===== config.mk =====
export PLATFORM = sky130hd
export DESIGN_NAME = lsi_back
export DESIGN_NICKNAME = d
export VERILOG_FILES = /design/src/line_segment_intersection_unit_defines.svh /design/src/lsi_pkg.sv /design/src/lsi_back.sv
export SDC_FILE = /design/constraint.sdc
export NUM_CORES = 1
export LEC_CHECK = 0
export BUFFER_PORTS_ARGS = -buffer_cell sky130_fd_sc_hd__clkbuf_2
export CAP_MARGIN = 20
export CORE_MARGIN = 5
export CORE_UTILIZATION = 40
export DETAILED_ROUTE_END_ITERATION = 10
export GPL_TIMING_DRIVEN = 1
export PLACE_DENSITY_LB_ADDON = 0.15
export SETUP_SLACK_MARGIN = 0.3
export SLEW_MARGIN = 30
export SYNTH_ARGS = -nofsm -noshare
export SYNTH_HDL_FRONTEND = slang
export SYNTH_SLANG_ARGS = --single-unit

===== constraint.sdc =====
create_clock -name clk -period 0.9 [get_ports clk]
set_input_delay 0.18 -clock clk [delete_from_list [all_inputs] [get_ports clk]]
set_output_delay 0.18 -clock clk [all_outputs]
set_load 0.1 [all_outputs]

===== src/line_segment_intersection_unit_defines.svh =====
// Assertion helpers for the line segment intersection unit.
// They expect signals named clk and rst_n in the including scope.
`ifndef LINE_SEGMENT_INTERSECTION_UNIT_DEFINES_SVH
`define LINE_SEGMENT_INTERSECTION_UNIT_DEFINES_SVH

// General concurrent property, sampled on clk and off while in reset.
`define LSI_ASSERT(lbl, prop) \
    lbl: assert property (@(posedge clk) disable iff (!rst_n) prop) \
        else $error("lsi: property failed");

// Overlapping implication form.
`define LSI_ASSERT_IMPL(lbl, ante, cons) `LSI_ASSERT(lbl, (ante) |-> (cons))

`endif


===== src/lsi_pkg.sv =====
`timescale 1ns / 1ps
`default_nettype none

package lsi_pkg;

    // Coordinate width and the exact widths that follow from it.
    localparam int COORD_WIDTH = 16;
    localparam int DW          = COORD_WIDTH + 1;       // coordinate difference
    localparam int PW          = 2 * DW;                // one difference product
    localparam int DENW        = PW + 1;                // cross product
    localparam int NUMW        = DW + DENW + 1;         // scaled crossing numerator
    localparam int QW          = NUMW + 1;              // signed quotient
    localparam int OUT_WIDTH   = 32;

    localparam logic [1:0] STAT_INSIDE   = 2'd0;
    localparam logic [1:0] STAT_OUTSIDE  = 2'd1;
    localparam logic [1:0] STAT_PARALLEL = 2'd2;

    typedef logic signed [COORD_WIDTH-1:0] coord_t;

    typedef struct packed {
        coord_t a_start_x;
        coord_t a_start_y;
        coord_t a_end_x;
        coord_t a_end_y;
        coord_t b_start_x;
        coord_t b_start_y;
        coord_t b_end_x;
        coord_t b_end_y;
    } in_t;

    typedef struct packed {
        logic signed [OUT_WIDTH-1:0] cross_x;
        logic signed [OUT_WIDTH-1:0] cross_y;
        logic [1:0]                  status;
        logic                        saturated;
    } out_t;

    // Facts about one transaction that ride alongside the divider.
    typedef struct packed {
        in_t  seg;
        logic parallel;
        logic neg_x;
        logic neg_y;
    } side_t;

    // One divider stage: partial remainders, numerator/quotient shifters.
    typedef struct packed {
        logic                valid;
        logic [DENW-1:0]     rem_x;
        logic [DENW-1:0]     rem_y;
        logic [NUMW-1:0]     nq_x;
        logic [NUMW-1:0]     nq_y;
        logic [DENW-1:0]     dvs;
        side_t               side;
    } div_t;

endpackage

`default_nettype wire


===== src/lsi_back.sv =====
`timescale 1ns / 1ps
`default_nettype none

module lsi_back import lsi_pkg::*; (
    input  wire logic clk,
    input  wire logic rst_n,
    input  wire div_t din,
    output logic      done,
    output out_t      res
);

    localparam logic signed [QW-1:0] SAT_MAX = QW'({1'b0, {(OUT_WIDTH-1){1'b1}}});
    localparam logic signed [QW-1:0] SAT_MIN = QW'(signed'({1'b1, {(OUT_WIDTH-1){1'b0}}}));

    logic signed [QW-1:0] qx, qy;
    logic                 hi_x, lo_x, hi_y, lo_y, in_box;
    logic                 done_reg;
    out_t                 res_reg, res_next;

    // Closed span test of a quotient against two coordinates.
    function automatic logic in_span(logic signed [QW-1:0] v, coord_t p, coord_t q);
        logic signed [QW-1:0] lo, hi;
        lo = (p < q) ? QW'(p) : QW'(q);
        hi = (p < q) ? QW'(q) : QW'(p);
        return (v >= lo) && (v <= hi);
    endfunction

    // Sign fix, saturation and the box test.
    always_comb
    begin
        qx = din.side.neg_x ? -QW'({1'b0, din.nq_x}) : QW'({1'b0, din.nq_x});
        qy = din.side.neg_y ? -QW'({1'b0, din.nq_y}) : QW'({1'b0, din.nq_y});
        hi_x = (qx > SAT_MAX);
        lo_x = (qx < SAT_MIN);
        hi_y = (qy > SAT_MAX);
        lo_y = (qy < SAT_MIN);
        in_box = in_span(qx, din.side.seg.a_start_x, din.side.seg.a_end_x)
              && in_span(qy, din.side.seg.a_start_y, din.side.seg.a_end_y)
              && in_span(qx, din.side.seg.b_start_x, din.side.seg.b_end_x)
              && in_span(qy, din.side.seg.b_start_y, din.side.seg.b_end_y);

        if (din.side.parallel)
        begin
            res_next.cross_x   = '0;
            res_next.cross_y   = '0;
            res_next.status    = STAT_PARALLEL;
            res_next.saturated = 1'b0;
        end
        else
        begin
            res_next.cross_x   = hi_x ? SAT_MAX[OUT_WIDTH-1:0]
                               : (lo_x ? SAT_MIN[OUT_WIDTH-1:0] : qx[OUT_WIDTH-1:0]);
            res_next.cross_y   = hi_y ? SAT_MAX[OUT_WIDTH-1:0]
                               : (lo_y ? SAT_MIN[OUT_WIDTH-1:0] : qy[OUT_WIDTH-1:0]);
            res_next.status    = in_box ? STAT_INSIDE : STAT_OUTSIDE;
            res_next.saturated = hi_x | lo_x | hi_y | lo_y;
        end
    end

    always_ff @(posedge clk or negedge rst_n)
    begin
        if (!rst_n)
        begin
            done_reg <= 1'b0;
        end
        else
        begin
            done_reg <= din.valid;
        end
    end

    always_ff @(posedge clk)
    begin
        res_reg <= res_next;
    end

    assign done = done_reg;
    assign res  = res_reg;

endmodule

`default_nettype wire


After elaboration in Yosys (flattened, before gate mapping). Index checks and enable logic that the tools add are counted.

Register bits after elaboration: 68. Logic and storage cells: 52.

Multiplexer cells: 15. Reduce and logical (&&, ||, !) cells: 9. $add $sub $neg: 2. Bitwise operators: 3. Magnitude comparators: 16.

Operators with widths (number): 2-to-1 mux 54 bit (10); >= comparator 54 bit (4); less-or-equal comparator 54 bit (4); > comparator 54 x 32 -> 1 bit, second input constant (2); less-than comparator 54 x 32 -> 1 bit, second input constant (2); negator 53 -> 54 bit (2); less-than comparator 16 bit (4); 2-to-1 mux 32 bit (2); 2-to-1 mux 31 bit (2); logical AND 1 bit (7); OR reduction 2 bit (2); bitwise OR 1 bit (3); 2-to-1 mux 1 bit (1).

Longest topological paths before layout.
Word-level depth: 8. Gate-level depth with buffers: 24.

Worst setup path after synthesis. OpenSTA, ideal clock, no wires.

Kind: input port to flip-flop. Start point: input din[20] in the netlist's numbering. End point: register res_reg (netlist bit res[1]). Library setup time: 0.138 ns. Data arrival time: 5.984 ns. Path buffers: 0. Path slack: -5.222 ns. Cell stages on the path: 22. Cells stage by stage: inv_1 ha_1 a21o_1 a21o_1 a21o_1 a21o_1 a21oi_1 o211ai_1 nand2_1 o21ai_0 mux2i_1 ha_1 a21o_1 a21o_1 a21o_1 a21o_1 a21o_1 a2111oi_0 nor2_1 a311o_1 nor4_1 a41oi_1.

Cells in the longest elaborated chain, start to end: 7.

Ends and longest elaborated chain: from (decl) (line lsi_back.sv:7) `input wire div_t din,`; less-than comparator 16 bit (line lsi_back.sv:23, lsi_back.sv:24); 2-to-1 mux 54 bit (on tied branches) (line lsi_back.sv:23, lsi_back.sv:24); >= comparator 54 bit / less-or-equal comparator 54 bit (equally long branches) (line lsi_back.sv:25) `return (v >= lo) && (v <= hi);`; logical AND 1 bit * (line lsi_back.sv:25); logical AND 1 bit * (line lsi_back.sv:39) `&& in_span(qx, din.side.seg.b_start_x, din.side.seg.b_end_x)`; logical AND 1 bit * (line lsi_back.sv:40) `&& in_span(qy, din.side.seg.b_start_y, din.side.seg.b_end_y);`; 2-to-1 mux 1 bit * (line lsi_back.sv:55) `res_next.status = in_box ? STAT_INSIDE : STAT_OUTSIDE;`; to (signal assigned) (line lsi_back.sv:74) `res_reg <= res_next;`; to (decl) (line lsi_back.sv:18) `out_t res_reg, res_next;`.

Every way passes the cells marked *; elsewhere a longest branch is shown, timed or not. A chain may end at the register's enable or synchronous reset.

Worst setup path after layout.
Start point: input din[4] in the netlist's numbering. End point: register res_reg (netlist bit res[1]).

Cells in the longest elaborated chain, start to end: 6.

Ends and longest elaborated chain (line): less-than comparator 16 bit (lsi_back.sv:23, lsi_back.sv:24); 2-to-1 mux 54 bit (on tied branches) (lsi_back.sv:23, lsi_back.sv:24); >= comparator 54 bit / less-or-equal comparator 54 bit (equally long branches) (lsi_back.sv:25); logical AND 1 bit * (lsi_back.sv:25); logical AND 1 bit * (lsi_back.sv:40); 2-to-1 mux 1 bit * (lsi_back.sv:55).

Marked as above.

==> results.txt <==
initial DRC count -> 1,160
Post-synth ARST share -> 1.47%
# DRC -> 0
initial antenna violation count -> 3
critical path's top delay family -> compound AO/OA/AOI/OAI gates
synth unique cells -> 75
Reg clk slew, reported paths -> 0.07 ns
Chip Height -> 220 microns
peak supply drop -> 1030 uV
Nets -> 3,891
Worst Hold Class -> input port to asynchronous set/reset pin
grt ovf -> 0
Core Region -> 43,300 sq um
most used cell, CP -> a21o_1
failing checks -> setup timing
WHS -> 0.123 ns
vias in the first global route -> 20.8k
worst slack, placed -> -4.47 ns
register area share after synthesis -> 7.76%
area of the multi-input gates -> 16,900 sq um
Die Wd -> 220 microns
register bit total from synthesis -> 68
met2 Usage GRT -> 48.1%
Fin. Hold Viols -> 0
CTS tree -> yes
met1 Track Usage GR -> 36.3%
Pwr Total -> 0.0301 W
first-pass GRT wire length -> 108,000 microns
# H-tree levels -> 3
average routed wire per standard cell -> 19.3 microns
clk root buf -> clkbuf_16
max reg flops -> 67
Post-synth EDFFs -> 0
CP Capture Type -> flip-flop
Final period util -> 491%
Crit. Startpoint -> din[4]
Worst Tran Pin Value -> 0.684 ns
register area -> 1620 sq um
unrepaired setup endpoints after global routing -> true
largest net degree at the start of global routing -> 33
via count -> 20.4k
GRT Util Overall -> 27.8%
Initial Util -> 40.7%
commonest non-fill, non-tap cell in the layout -> buf_4
Worst path max stage delay -> 0.42 ns
TritonCTS Buffers -> 9
Vias/cell -> 5.61
I/O pin cnt -> 413
Post-Route WL -> 70,300 microns
commonest non-fill, non-tap cells in the layout -> buf_4 (665), ha_1 (488), clkbuf_2 (237), a21o_1 (148), a21oi_1 (119)
MaxCap Viol Count -> 0
Detail Placement HPWL -> 58,100 microns
Routed Antenna Nets -> 0
outcome -> finished with violations
Setup CP Type -> input port to flip-flop
Max Root-Sink Buffers -> 2
prevailing post-synth register cell -> dfxtp_1
final design utilization -> 65.6%
number of fill cells -> 3,593
Critical Path End -> res[1]
Syn-to-layout area delta -> 61.3%
routability cong. -> 0.941
Yosys warnings -> 0
number of port buffers -> 307
die area -> 48,300 sq um
crit path max fanout -> 15
WP buf/inv -> 6
Crit path depth -> 25
GRT met3 Usage -> 3.57%
Most Crowded Layer GR -> met2
syn_area_per_cell -> 8.46 sq um
Final min period -> 4.42 ns
fin. max-slew vios -> 0
required time worst endpoint -> 1.15 ns
Max Fclk -> 226 MHz
Std-Cell Rows -> 76
Mapped Cells -> 2,081
drt first pass iters -> 5
synthesized area -> 17,600 sq um
syn nets -> 2,920
WP data arrival -> 4.67 ns
Inst Count DP -> 3,576
Leak -> 14.5 nW
Setup Viol. Count Final -> 134
CP max stage cell -> nor4_4
final cell count without fillers -> 3,645
layout cells sized above 1 -> 42.3%
Slew headroom -> 54.1%
power per cell area -> 1060 nW/um^2
clk sinks -> 68
crit path launch type -> input port
Setup WS post-layout -> -3.52 ns
[worst min-delay path by stage]
stage                     start    to  slack, ns  cells after the start
final                     rst_n  done       0.12                      2
after global routing      rst_n  done       0.11                      2
after CTS                 rst_n  done        0.1                      2
after detailed placement  rst_n  done      -0.04                      1
after global placement    rst_n  done      -0.05                      1
after floorplan           rst_n  done      -0.12                      0
[cells by family after synthesis]
logic type               Yosys count  synth area share, %
AO/OA/AOI/OAI                    600                 23.9
AND/OR/NAND/NOR                  519                 16.5
adder cells (fa/ha/maj)          494                 35.1
buffers and inverters            158                 3.60
multiplexers                     136                 7.82
XOR/XNOR                         106                 5.28
flip-flops                        68                 7.76
[power breakdown]
group	leakage, nW	switching, W	internal (W)
combinational	13.7	0.0118	0.0107
sequential	0.606	0.000257	0.00325
clock	0.148	0.00170	0.00242
total	14.5	0.0137	0.0164
[routing by layer]
layer  routed length [microns]  up-vias
met5                        11        -
met4                      1760        2
met3                      3780      110
met2                     33100      534
met1                     31700     9682
li1                          -    10100
[what timing repair did]
action,4_1_cts,5_1_grt
hold endpoints to repair,2,0
setup buffers,18,19
resized for setup,88,71
setup endpoints to repair,134,134
pin swaps,22,52
cloned,9,2
hold buffers,2,0
[per-stage QoR]
| step | area, sq um | TNS [ns] |
|---|---|---|
| 6_report | 28400 | -185.66 |
| 5_1_grt | 28400 | -193.14 |
| 4_1_cts | 27800 | -186.06 |
| 3_5_place_dp | 26500 | -208.00 |
| 3_3_place_gp | 26500 | -207.25 |
| 2_1_floorplan | 18300 | -153.76 |
[cells in the mapped netlist, types with 6 or more instances]
cell	count	area, sq um
a2111oi_0	7	61.3
a211oi_1	22	165
a21bo_1	30	300
a21o_1	148	1110
a21oi_1	123	616
a31oi_1	6	37.5
and3_1	6	37.5
and4_1	15	131
buf_1	13	48.8
clkbuf_1	40	150
dfxtp_1	67	1340
ha_1	494	6180
inv_1	97	364
mux2_2	12	135
mux2i_1	124	1240
nand2_1	80	300
nand2b_1	29	181
nand3_1	32	160
nand4_1	97	607
nor2_1	77	289
nor2b_1	29	181
nor3_1	44	220
nor4_1	30	188
o21a_1	13	97.6
o21ai_0	99	495
o2bb2ai_1	29	254
o31ai_1	26	195
o41ai_1	30	263
or2_2	20	125
or3_1	15	93.8
or4_1	17	128
xnor2_1	85	744
xor2_1	21	184
[cell type report]
class                   count  area share, %
diodes                      4         0.0353
clock buffers               9          0.793
clock inverters             6          0.313
inverters                  97           1.31
multi-input cells        1857           59.6
flip-flops and latches     68           5.71
well taps                 585           2.58
repair buffers           1019           29.6
Power figures use the tool's default switching activity.
